==> src/hw/rtl/aes128_block_encrypt_top_assert.svh <==
// Assertion macros for the AES-128 encrypt top module.
`ifndef AES128_BLOCK_ENCRYPT_TOP_ASSERT_SVH
`define AES128_BLOCK_ENCRYPT_TOP_ASSERT_SVH

`ifndef ASSERT_OFF
`define AES_ASSERT(lbl, prop) \
  lbl: assert property (@(posedge clk_i) disable iff (!rst_ni) prop) \
    else $error("assertion failed");
`define AES_ASSERT_NEVER(lbl, expr) \
  lbl: assert property (@(posedge clk_i) disable iff (!rst_ni) !(expr)) \
    else $error("forbidden condition seen");
`else
`define AES_ASSERT(lbl, prop)
`define AES_ASSERT_NEVER(lbl, expr)
`endif

`endif

==> src/hw/rtl/aes128_enc_pkg.sv <==
// Types, constants and round functions for the AES-128 encrypt pipeline.
`default_nettype none
package aes128_enc_pkg;

  localparam int unsigned NR        = 10;
  localparam int unsigned BLK_W     = 128;
  localparam int unsigned HALF_W    = 64;
  localparam int unsigned CFG_IDX_W = 8;
  localparam int unsigned STEP_W    = $clog2(NR + 1);

  localparam logic [CFG_IDX_W-1:0] KEY_HIGH_IDX = CFG_IDX_W'(0);
  localparam logic [CFG_IDX_W-1:0] KEY_LOW_IDX  = CFG_IDX_W'(1);

  typedef logic [BLK_W-1:0]  blk_t;
  typedef logic [NR:0][BLK_W-1:0] rk_arr_t;

  localparam logic [7:0] SBOX [256] = '{
    8'h63,8'h7c,8'h77,8'h7b,8'hf2,8'h6b,8'h6f,8'hc5,8'h30,8'h01,8'h67,8'h2b,8'hfe,8'hd7,8'hab,8'h76,
    8'hca,8'h82,8'hc9,8'h7d,8'hfa,8'h59,8'h47,8'hf0,8'had,8'hd4,8'ha2,8'haf,8'h9c,8'ha4,8'h72,8'hc0,
    8'hb7,8'hfd,8'h93,8'h26,8'h36,8'h3f,8'hf7,8'hcc,8'h34,8'ha5,8'he5,8'hf1,8'h71,8'hd8,8'h31,8'h15,
    8'h04,8'hc7,8'h23,8'hc3,8'h18,8'h96,8'h05,8'h9a,8'h07,8'h12,8'h80,8'he2,8'heb,8'h27,8'hb2,8'h75,
    8'h09,8'h83,8'h2c,8'h1a,8'h1b,8'h6e,8'h5a,8'ha0,8'h52,8'h3b,8'hd6,8'hb3,8'h29,8'he3,8'h2f,8'h84,
    8'h53,8'hd1,8'h00,8'hed,8'h20,8'hfc,8'hb1,8'h5b,8'h6a,8'hcb,8'hbe,8'h39,8'h4a,8'h4c,8'h58,8'hcf,
    8'hd0,8'hef,8'haa,8'hfb,8'h43,8'h4d,8'h33,8'h85,8'h45,8'hf9,8'h02,8'h7f,8'h50,8'h3c,8'h9f,8'ha8,
    8'h51,8'ha3,8'h40,8'h8f,8'h92,8'h9d,8'h38,8'hf5,8'hbc,8'hb6,8'hda,8'h21,8'h10,8'hff,8'hf3,8'hd2,
    8'hcd,8'h0c,8'h13,8'hec,8'h5f,8'h97,8'h44,8'h17,8'hc4,8'ha7,8'h7e,8'h3d,8'h64,8'h5d,8'h19,8'h73,
    8'h60,8'h81,8'h4f,8'hdc,8'h22,8'h2a,8'h90,8'h88,8'h46,8'hee,8'hb8,8'h14,8'hde,8'h5e,8'h0b,8'hdb,
    8'he0,8'h32,8'h3a,8'h0a,8'h49,8'h06,8'h24,8'h5c,8'hc2,8'hd3,8'hac,8'h62,8'h91,8'h95,8'he4,8'h79,
    8'he7,8'hc8,8'h37,8'h6d,8'h8d,8'hd5,8'h4e,8'ha9,8'h6c,8'h56,8'hf4,8'hea,8'h65,8'h7a,8'hae,8'h08,
    8'hba,8'h78,8'h25,8'h2e,8'h1c,8'ha6,8'hb4,8'hc6,8'he8,8'hdd,8'h74,8'h1f,8'h4b,8'hbd,8'h8b,8'h8a,
    8'h70,8'h3e,8'hb5,8'h66,8'h48,8'h03,8'hf6,8'h0e,8'h61,8'h35,8'h57,8'hb9,8'h86,8'hc1,8'h1d,8'h9e,
    8'he1,8'hf8,8'h98,8'h11,8'h69,8'hd9,8'h8e,8'h94,8'h9b,8'h1e,8'h87,8'he9,8'hce,8'h55,8'h28,8'hdf,
    8'h8c,8'ha1,8'h89,8'h0d,8'hbf,8'he6,8'h42,8'h68,8'h41,8'h99,8'h2d,8'h0f,8'hb0,8'h54,8'hbb,8'h16
  };

  localparam logic [7:0] RCON [NR] = '{
    8'h01,8'h02,8'h04,8'h08,8'h10,8'h20,8'h40,8'h80,8'h1b,8'h36
  };

  function automatic logic [7:0] xtime(logic [7:0] x);
    return {x[6:0], 1'b0} ^ (x[7] ? 8'h1b : 8'h00);
  endfunction

  // SubBytes and ShiftRows, then MixColumns when mix is set; byte i at bits 127-8i.
  function automatic blk_t round_fn(blk_t s, logic mix);
    logic [7:0] b [16];
    logic [7:0] t [16];
    logic [7:0] a0, a1, a2, a3, all;
    blk_t       res;
    for (int i = 0; i < 16; i++) begin
      b[i] = s[BLK_W-1-8*i -: 8];
    end
    for (int c = 0; c < 4; c++) begin
      for (int r = 0; r < 4; r++) begin
        t[4*c+r] = SBOX[b[4*((c+r)%4)+r]];
      end
    end
    if (mix) begin
      for (int c = 0; c < 4; c++) begin
        a0  = t[4*c];
        a1  = t[4*c+1];
        a2  = t[4*c+2];
        a3  = t[4*c+3];
        all = a0 ^ a1 ^ a2 ^ a3;
        t[4*c]   = a0 ^ all ^ xtime(a0 ^ a1);
        t[4*c+1] = a1 ^ all ^ xtime(a1 ^ a2);
        t[4*c+2] = a2 ^ all ^ xtime(a2 ^ a3);
        t[4*c+3] = a3 ^ all ^ xtime(a3 ^ a0);
      end
    end
    for (int i = 0; i < 16; i++) begin
      res[BLK_W-1-8*i -: 8] = t[i];
    end
    return res;
  endfunction

  // One key expansion step: next round key from the previous one.
  function automatic blk_t next_rk(blk_t prev, logic [7:0] rc);
    logic [31:0] w0, w1, w2, w3, t;
    w0 = prev[127:96];
    w1 = prev[95:64];
    w2 = prev[63:32];
    w3 = prev[31:0];
    t  = {SBOX[w3[23:16]] ^ rc, SBOX[w3[15:8]], SBOX[w3[7:0]], SBOX[w3[31:24]]};
    w0 = w0 ^ t;
    w1 = w1 ^ w0;
    w2 = w2 ^ w1;
    w3 = w3 ^ w2;
    return {w0, w1, w2, w3};
  endfunction

endpackage
`default_nettype wire

==> src/hw/rtl/aes128_enc_key_exp.sv <==
// Key registers and sequential key expansion into the round key store.
`default_nettype none
module aes128_enc_key_exp (
  input  logic                                 clk_i,
  input  logic                                 rst_ni,
  input  logic                                 cfg_valid_i,
  input  logic [aes128_enc_pkg::CFG_IDX_W-1:0] cfg_index_i,
  input  logic [aes128_enc_pkg::HALF_W-1:0]    cfg_data_i,
  output aes128_enc_pkg::rk_arr_t              round_keys_o,
  output logic                                 busy_o
);
  import aes128_enc_pkg::*;

  logic [HALF_W-1:0] key_hi_q, key_hi_d, key_lo_q, key_lo_d;
  logic              busy_q, busy_d;
  logic [STEP_W-1:0] step_q, step_d;
  blk_t              cur_q, cur_d;
  rk_arr_t           rk_q;
  logic              wr_hi, wr_lo;

  assign wr_hi = cfg_valid_i && (cfg_index_i == KEY_HIGH_IDX);
  assign wr_lo = cfg_valid_i && (cfg_index_i == KEY_LOW_IDX);

  always_comb begin
    key_hi_d = wr_hi ? cfg_data_i : key_hi_q;
    key_lo_d = wr_lo ? cfg_data_i : key_lo_q;
    busy_d   = busy_q;
    step_d   = step_q;
    cur_d    = cur_q;
    if (busy_q) begin
      cur_d  = (step_q == '0) ? {key_hi_q, key_lo_q} : next_rk(cur_q, RCON[step_q - 1'b1]);
      step_d = step_q + 1'b1;
      if (step_q == STEP_W'(NR)) begin
        busy_d = 1'b0;
      end
    end
    if (wr_hi || wr_lo) begin
      busy_d = 1'b1;
      step_d = '0;
    end
  end

  always_ff @(posedge clk_i or negedge rst_ni) begin
    if (!rst_ni) begin
      key_hi_q <= '0;
      key_lo_q <= '0;
      busy_q   <= 1'b1;
      step_q   <= '0;
    end else begin
      key_hi_q <= key_hi_d;
      key_lo_q <= key_lo_d;
      busy_q   <= busy_d;
      step_q   <= step_d;
    end
  end

  always_ff @(posedge clk_i) begin
    cur_q <= cur_d;
    if (busy_q) begin
      rk_q[step_q] <= cur_d;
    end
  end

  assign round_keys_o = rk_q;
  assign busy_o       = busy_q;

endmodule
`default_nettype wire

==> config.mk <==
export PLATFORM = sky130hd
export DESIGN_NAME = aes128_enc_key_exp
export DESIGN_NICKNAME = d
export VERILOG_FILES = /design/src/hw/rtl/aes128_block_encrypt_top_assert.svh /design/src/hw/rtl/aes128_enc_pkg.sv /design/src/hw/rtl/aes128_enc_key_exp.sv
export SDC_FILE = /design/constraint.sdc
export NUM_CORES = 2
export LEC_CHECK = 0
export ABC_AREA = 0
export BUFFER_PORTS_ARGS = -buffer_cell sky130_fd_sc_hd__buf_2
export CAP_MARGIN = 20
export CORE_AREA = 5 5 582 584
export DETAILED_ROUTE_END_ITERATION = 8
export DIE_AREA = 0 0 587 589
export HOLD_SLACK_MARGIN = 0.05
export PLACE_DENSITY = 0.47
export REMOVE_ABC_BUFFERS = 1
export SLEW_MARGIN = 40
export SYNTH_ARGS = -nofsm -noshare
export SYNTH_HDL_FRONTEND = slang
export SYNTH_SLANG_ARGS = --single-unit
export TNS_END_PERCENT = 10
==> constraint.sdc <==
create_clock -name clk_i -period 15.1 [get_ports clk_i]
set_input_delay 0 -clock clk_i [delete_from_list [all_inputs] [get_ports clk_i]]
set_output_delay 0 -clock clk_i [all_outputs]
set_load 0.1 [all_outputs]
Word-level counts from Yosys, hierarchy flattened
Memory sizes are Yosys's and may differ from the RTL's.
Index checks and enable logic that the tools add are counted.

operators by class
  bitwise logic cells = 10
  eq/ne operators = 2
  shift operators = 0
  magnitude comparators = 7
  add/sub/neg operators = 2
  multiply operators = 0
  muxes and demuxes = 20
  div/mod/pow operators = 0
  reductions and logical operators = 7

operators by type and width
  cell                                                                number
  bitwise mux 1408 bit                                                1
  demux 128 bit (select 4 bit)                                        1
  2-to-1 mux 128 bit                                                  3
  bitwise XOR 32 bit                                                  4
  2-to-1 mux 8 bit                                                    10
  greater-or-equal comparator 9 bit (second input constant)           4
  NOT 8 -> 9 bit                                                      4
  equality test 8 x 1 -> 1 bit (second input constant)                1
  zero test 8 bit                                                     1
  2-to-1 mux 4 bit                                                    2
  bitwise XOR 8 bit                                                   1
  greater-or-equal comparator 5 bit (second input constant)           1
  less-than comparator 4 x 5 -> 1 bit (second input constant)         1
  NOT 4 -> 5 bit                                                      1
  adder 4 x 1 -> 4 bit (second input constant)                        1
  equality test 4 bit (second input constant)                         1
  greater-or-equal comparator 4 x 1 -> 1 bit (second input constant)  1
  zero test 4 bit                                                     1
  subtractor 4 x 1 -> 4 bit (second input constant)                   1
  logical AND 1 bit                                                   3
  2-to-1 mux 1 bit                                                    3
  nonzero test 2 bit                                                  1
  logical OR 1 bit                                                    1

storage, ports and cells
  ROM bits = 8320
  memory bits (writable) = 0
  flip-flop bits (word level) = 1669
  word-level logic and storage cells = 69
  bits in latches = 0
  output and inout port bits = 1409
  memories = 5

memory list
  memory            words  width  rd ports  clocked after memory_dff  wr ports  line                      RTL
  (name not given)  256    8      1         0                         0         aes128_enc_pkg.sv:84      t = {SBOX[w3[23:16]] ^ rc, SBOX[w3[15:8]], SBOX[w3[7:0]], SBOX[w3[31:24]]};
  (name not given)  256    8      1         0                         0         aes128_enc_pkg.sv:84
  (name not given)  256    8      1         0                         0         aes128_enc_pkg.sv:84
  (name not given)  256    8      1         0                         0         aes128_enc_pkg.sv:84
  (name not given)  16     8      1         0                         0         aes128_enc_key_exp.sv:31  cur_d = (step_q == '0) ? {key_hi_q, key_lo_q} : next_rk(cur_q, RCON[step_q - 1'b1]);

Depth between registers and ports, before layout
  word-level depth = 13
  gate-level depth with buffers = 16
  gate-level depth less buffers = 12

Worst setup path after synthesis
No wires, ideal clock.

  path kind = register to register
  from = register busy_q (netlist: busy_o)
  to = register rk_q, in the netlist round_keys_o[128], enable pin
  arrival = 10404 ps
  data required time = 14328 ps
  stages on the path, launching flop included = 6
  setup time = 772 ps
  buffers on the path = 3
  clock period less this slack = 11176 ps
  slack = 3924 ps
  cells stage by stage = dfstp_2 -> clkbuf_1 -> clkbuf_1 -> clkbuf_1 -> nand2_1 -> nor3_1

RTL lines
  what                            line                      RTL
  start: declaration              aes128_enc_key_exp.sv:15  logic busy_q, busy_d;
  start signal: assignment        aes128_enc_key_exp.sv:52  busy_q <= busy_d;
  end signal: indexed assignment  aes128_enc_key_exp.sv:60  rk_q[step_q] <= cur_d;
  end: declaration                aes128_enc_key_exp.sv:18  rk_arr_t rk_q;

Final worst setup path
  from = register cur_q[9]
  to = register rk_q, in the netlist round_keys_o[1175], data pin

on the way
  word-level cells in the longest chain between the ends = 11

RTL lines
  what                                                 line                      RTL
  start: declaration                                   aes128_enc_key_exp.sv:17  blk_t cur_q, cur_d;
  start signal: assignment                             aes128_enc_key_exp.sv:58  cur_q <= cur_d;
  NOT 8 -> 9 bit (not written as such)                 aes128_enc_pkg.sv:84
  memory read (256 x 8 bit)                            --
  2-to-1 mux 8 bit (not written as such) (2 in a row)  aes128_enc_pkg.sv:84
  bitwise XOR 32 bit                                   aes128_enc_pkg.sv:85      w0 = w0 ^ t;
  bitwise XOR 32 bit                                   aes128_enc_pkg.sv:86      w1 = w1 ^ w0;
  bitwise XOR 32 bit                                   aes128_enc_pkg.sv:87      w2 = w2 ^ w1;
  bitwise XOR 32 bit                                   aes128_enc_pkg.sv:88      w3 = w3 ^ w2;
  2-to-1 mux 128 bit                                   aes128_enc_key_exp.sv:31
  2-to-1 mux 128 bit                                   aes128_enc_key_exp.sv:30  if (busy_q) begin
  via cur_d[23]                                        aes128_enc_key_exp.sv:17
  bitwise mux 1408 bit                                 aes128_enc_key_exp.sv:60

The timed path passes the listed nets, and every way through them passes these cells. The select of a mux whose other input is x is not followed.
A chain may end at the register's enable or synchronous reset.

==> run summary <==
first-pass GRT wire length: 434 mm
Distinct cells, synth: 99
Clk pwr share: 0.203
WP depth: 13
Fin Setup TNS: 0 ns
crit-path leading delay family: simple AND/OR/NAND/NOR gates
CP most frequent cell: xor2_1
NetSw: 10.7 mW
GRT overflow: 0
Resized Gates After CTS: 0
GRT Total Usage: 0.175
initial antenna violation count: 51
Max VDD drop: 0.118 mV
YS warnings: 0
DP Worst Slack: 9.11 ns
Via density: 4.71
slowest CP cell: ha_1
source of the critical timing path: cur_q[9]
combinational share of power: 0.489
FMAX: 170 MHz
pwr/cell area: 255 mW/mm^2
hold_buf cts: 131
Hold Path Class: in -> reg
global placement routability congestion: 0.951
Clock Sinks: 1669
Critical Path End: round_keys_o[1175]
deepest clock path buffer count: 4
vias in the first global route: 51.3k
Slew headroom: 0.381
r2r startpoint: cur_q[9]
Slew @ Worst Pin: 0.928 ns
Final Hold Vio Count: 0
Layout Utilization: 0.270
hpwl dp: 223 mm
CTS Buf Count: 192
sequential fraction of the synthesis area: 0.697
worst setup margin: 9.23 ns
Reg2Reg Setup Slack: 9.23 ns
RSZ-0062 raised after global routing: no
CP bufs+invs: 2
Syn-to-layout area delta: 30.0%
Reg power frac: 0.309
layout cells sized above 1: 0.347
Die Area: 0.346 mm^2
clk root buf: clkbuf_16
synthesized flop and latch total: 1669
EDFF count, synth: 1408
CTS tree: yes
total number of vias: 51.8k
Reg2Reg Depth: 13
number of max-cap violations: 0
M3 GR Usage: 0.0485
clock period minus final worst setup slack: 5.87 ns
num rows: 212
fin crit share: 0.389
Critical Path Fanout Max: 39
Netlist Area Pre-Place: 0.0691 mm^2
setup bufs post-CTS: 0
first drt pass iteration count: 7
I/O pins: 1484
largest net degree at the start of global routing: 103
Final Max Slew Viols: 0
final wirelength: 321 mm
Initial Utilization: 0.208
final instance area: 0.0899 mm^2
number of remaining DRC errors: 0
Cells after Synth: 4866
grt peak-use layer: met2
Post-synth ARST share: 0.0797
Switching Share: 0.469
WS Path Type: reg -> reg
Worst-path clk slew: 0.06 ns
grt met2 use: 0.292
Setup Viol. Count Final: 0
critical path cell sequence: buf_4 -> inv_1 -> ha_1 -> or2_2 -> o21ai_0 -> a221o_1 -> a221oi_1 -> a31o_2 -> xor2_2 -> xor2_1 -> xor2_1 -> nor3_1 -> or3_1
NumNets Final: 6567
slowest stage delay, CP: 0.88 ns
skew final: 0.0644 ns
post-route ant nets: 0
fillers: 34.4k
status: finished, final reports clean
Static Leak: 32.9 nW
Critical Path RT: 15.51 ns
die height: 589 um
Die W: 587 um
met1 usage: 0.222
core area: 0.333 mm^2
Iter 0 DRT Violations: 4800
number of port buffers: 1483
worst skew pair latency: 0.89 ns
DP Area: 0.0822 mm^2
Int Power: 12.2 mW
H-tree Lvls: 4
prevailing post-synth register cell: edfxtp_1
R2R Path End: round_keys_o[1175]
wire per inst: 29.1 um
Worst setup EP type: flip-flop
total area of sequential cells: 0.0482 mm^2
CP Data Arrival Time: 6.28 ns
crit start category: flip-flop
syn_area_per_cell: 14.2 um^2
multi-input logic area: 0.0195 mm^2
## placed cells by master, fill, tap and decap left out, types with 49 or more instances in the layout
cell	count
dfrtp_1	132
a211oi_1	60
clkbuf_16	192
o311ai_0	51
nor3_1	115
a31oi_1	70
nor2b_1	74
buf_2	1482
buf_4	136
nand2b_1	90
xnor2_1	61
nor2_1	238
xor2_1	49
nand3_1	131
o21ai_0	241
ha_1	60
nand2_1	255
dlygate4sd3_1	130
a21oi_1	241
edfxtp_1	1408
mux2_2	136
dfxtp_1	114
a311oi_1	50
## flip-flops by register name, summed over array words and instances (netlist names)
| name | count |
|---|---|
| key_hi_q | 64 |
| key_lo_q | 64 |
| step_q | 4 |
| round_keys_o | 1408 |
| cur_q | 128 |
| busy_o | 1 |
## kinds of logic (layout without fill, tap and decap cells)
logic type / count (synthesis) / after routing / synth area share
buffers and inverters: 465 / 2181 / 0.0298
adders and majority gates: 61 / 61 / 0.0110
xor gates and xnor gates: 132 / 132 / 0.0198
muxes: 229 / 229 / 0.0444
other: 0 / 27 / 0
DFF: 1669 / 1669 / 0.697
and+or+nand+nor: 1126 / 1126 / 0.0807
AOI/OAI and AO/OA: 1184 / 1184 / 0.118
## per-layer routing
metal	wire, um	vias up	share of wire
li1	-	22000	-
met1	131000	26400	0.41
met2	152000	2827	0.47
met3	27500	475	0.086
met4	10000	24	0.031
met5	138	-	0.00043
## worst min-delay path, cell delays in order
cell,delay (ns)
dlygate4sd3_1,0.61
buf_2,0.15
mux2_2,0.13
## Yosys cell counts, types with 56 or more instances
cell type	n	area share
a211oi_1	60	0.0065
a21oi_1	251	0.018
a31oi_1	72	0.0065
buf_2	143	0.010
clkbuf_1	200	0.011
dfrtp_1	132	0.048
dfxtp_1	128	0.037
edfxtp_1	1408	0.61
ha_1	61	0.011
mux2_2	136	0.022
nand2_1	259	0.014
nand2b_1	90	0.0081
nand3_1	131	0.0095
nor2_1	247	0.013
nor2b_1	75	0.0068
nor3_1	118	0.0085
o21ai_0	260	0.019
o311ai_0	56	0.0071
xnor2_1	62	0.0079
## final cells by class
cell class | count | share of cell area
diodes | 27 | 0.000752
clock buffers | 218 | 0.0546
clock inverters | 127 | 0.0144
inverters | 68 | 0.00290
multi-input cells | 2732 | 0.217
flip-flops and latches | 1669 | 0.536
well taps | 4387 | 0.0611
repair buffers | 1768 | 0.112
## power groups by stage
stage / logic (mW) / clock network (mW) / registers [mW]
floorplan: 4.85 / 0 / 8.79
global placement: 11.0 / 0 / 7.16
detailed placement: 11.2 / 0 / 7.16
CTS: 11.3 / 4.81 / 7.06
global route: 11.8 / 5.00 / 7.12
finish: 11.2 / 4.64 / 7.06
## per-stage QoR
step | std cells | hold WS, ns | power, mW
after detailed placement | 10500 | 0.0136 | 18.4
after floorplan | 4469 | -0.296 | 13.6
after CTS | 11000 | 0.0626 | 23.1
after global placement | 10500 | 0.00598 | 18.2
after global routing | 11000 | 0.0861 | 24.0
final | 11000 | 0.102 | 22.9
## worst min-delay path by stage
stage	from	cells past startpoint	slack [ns]	endpoint
global placement	rst_ni	1	0.006	key_lo_q[39]
CTS	cfg_data_i[32]	3	0.06	key_lo_q[32]
finish	cfg_data_i[53]	3	0.10	key_lo_q[53]
global route	cfg_data_i[32]	3	0.09	key_lo_q[32]
floorplan	rst_ni	0	-0.30	key_hi_q[0]
detailed placement	rst_ni	1	0.01	key_lo_q[39]
Power figures use the tool's default switching activity.
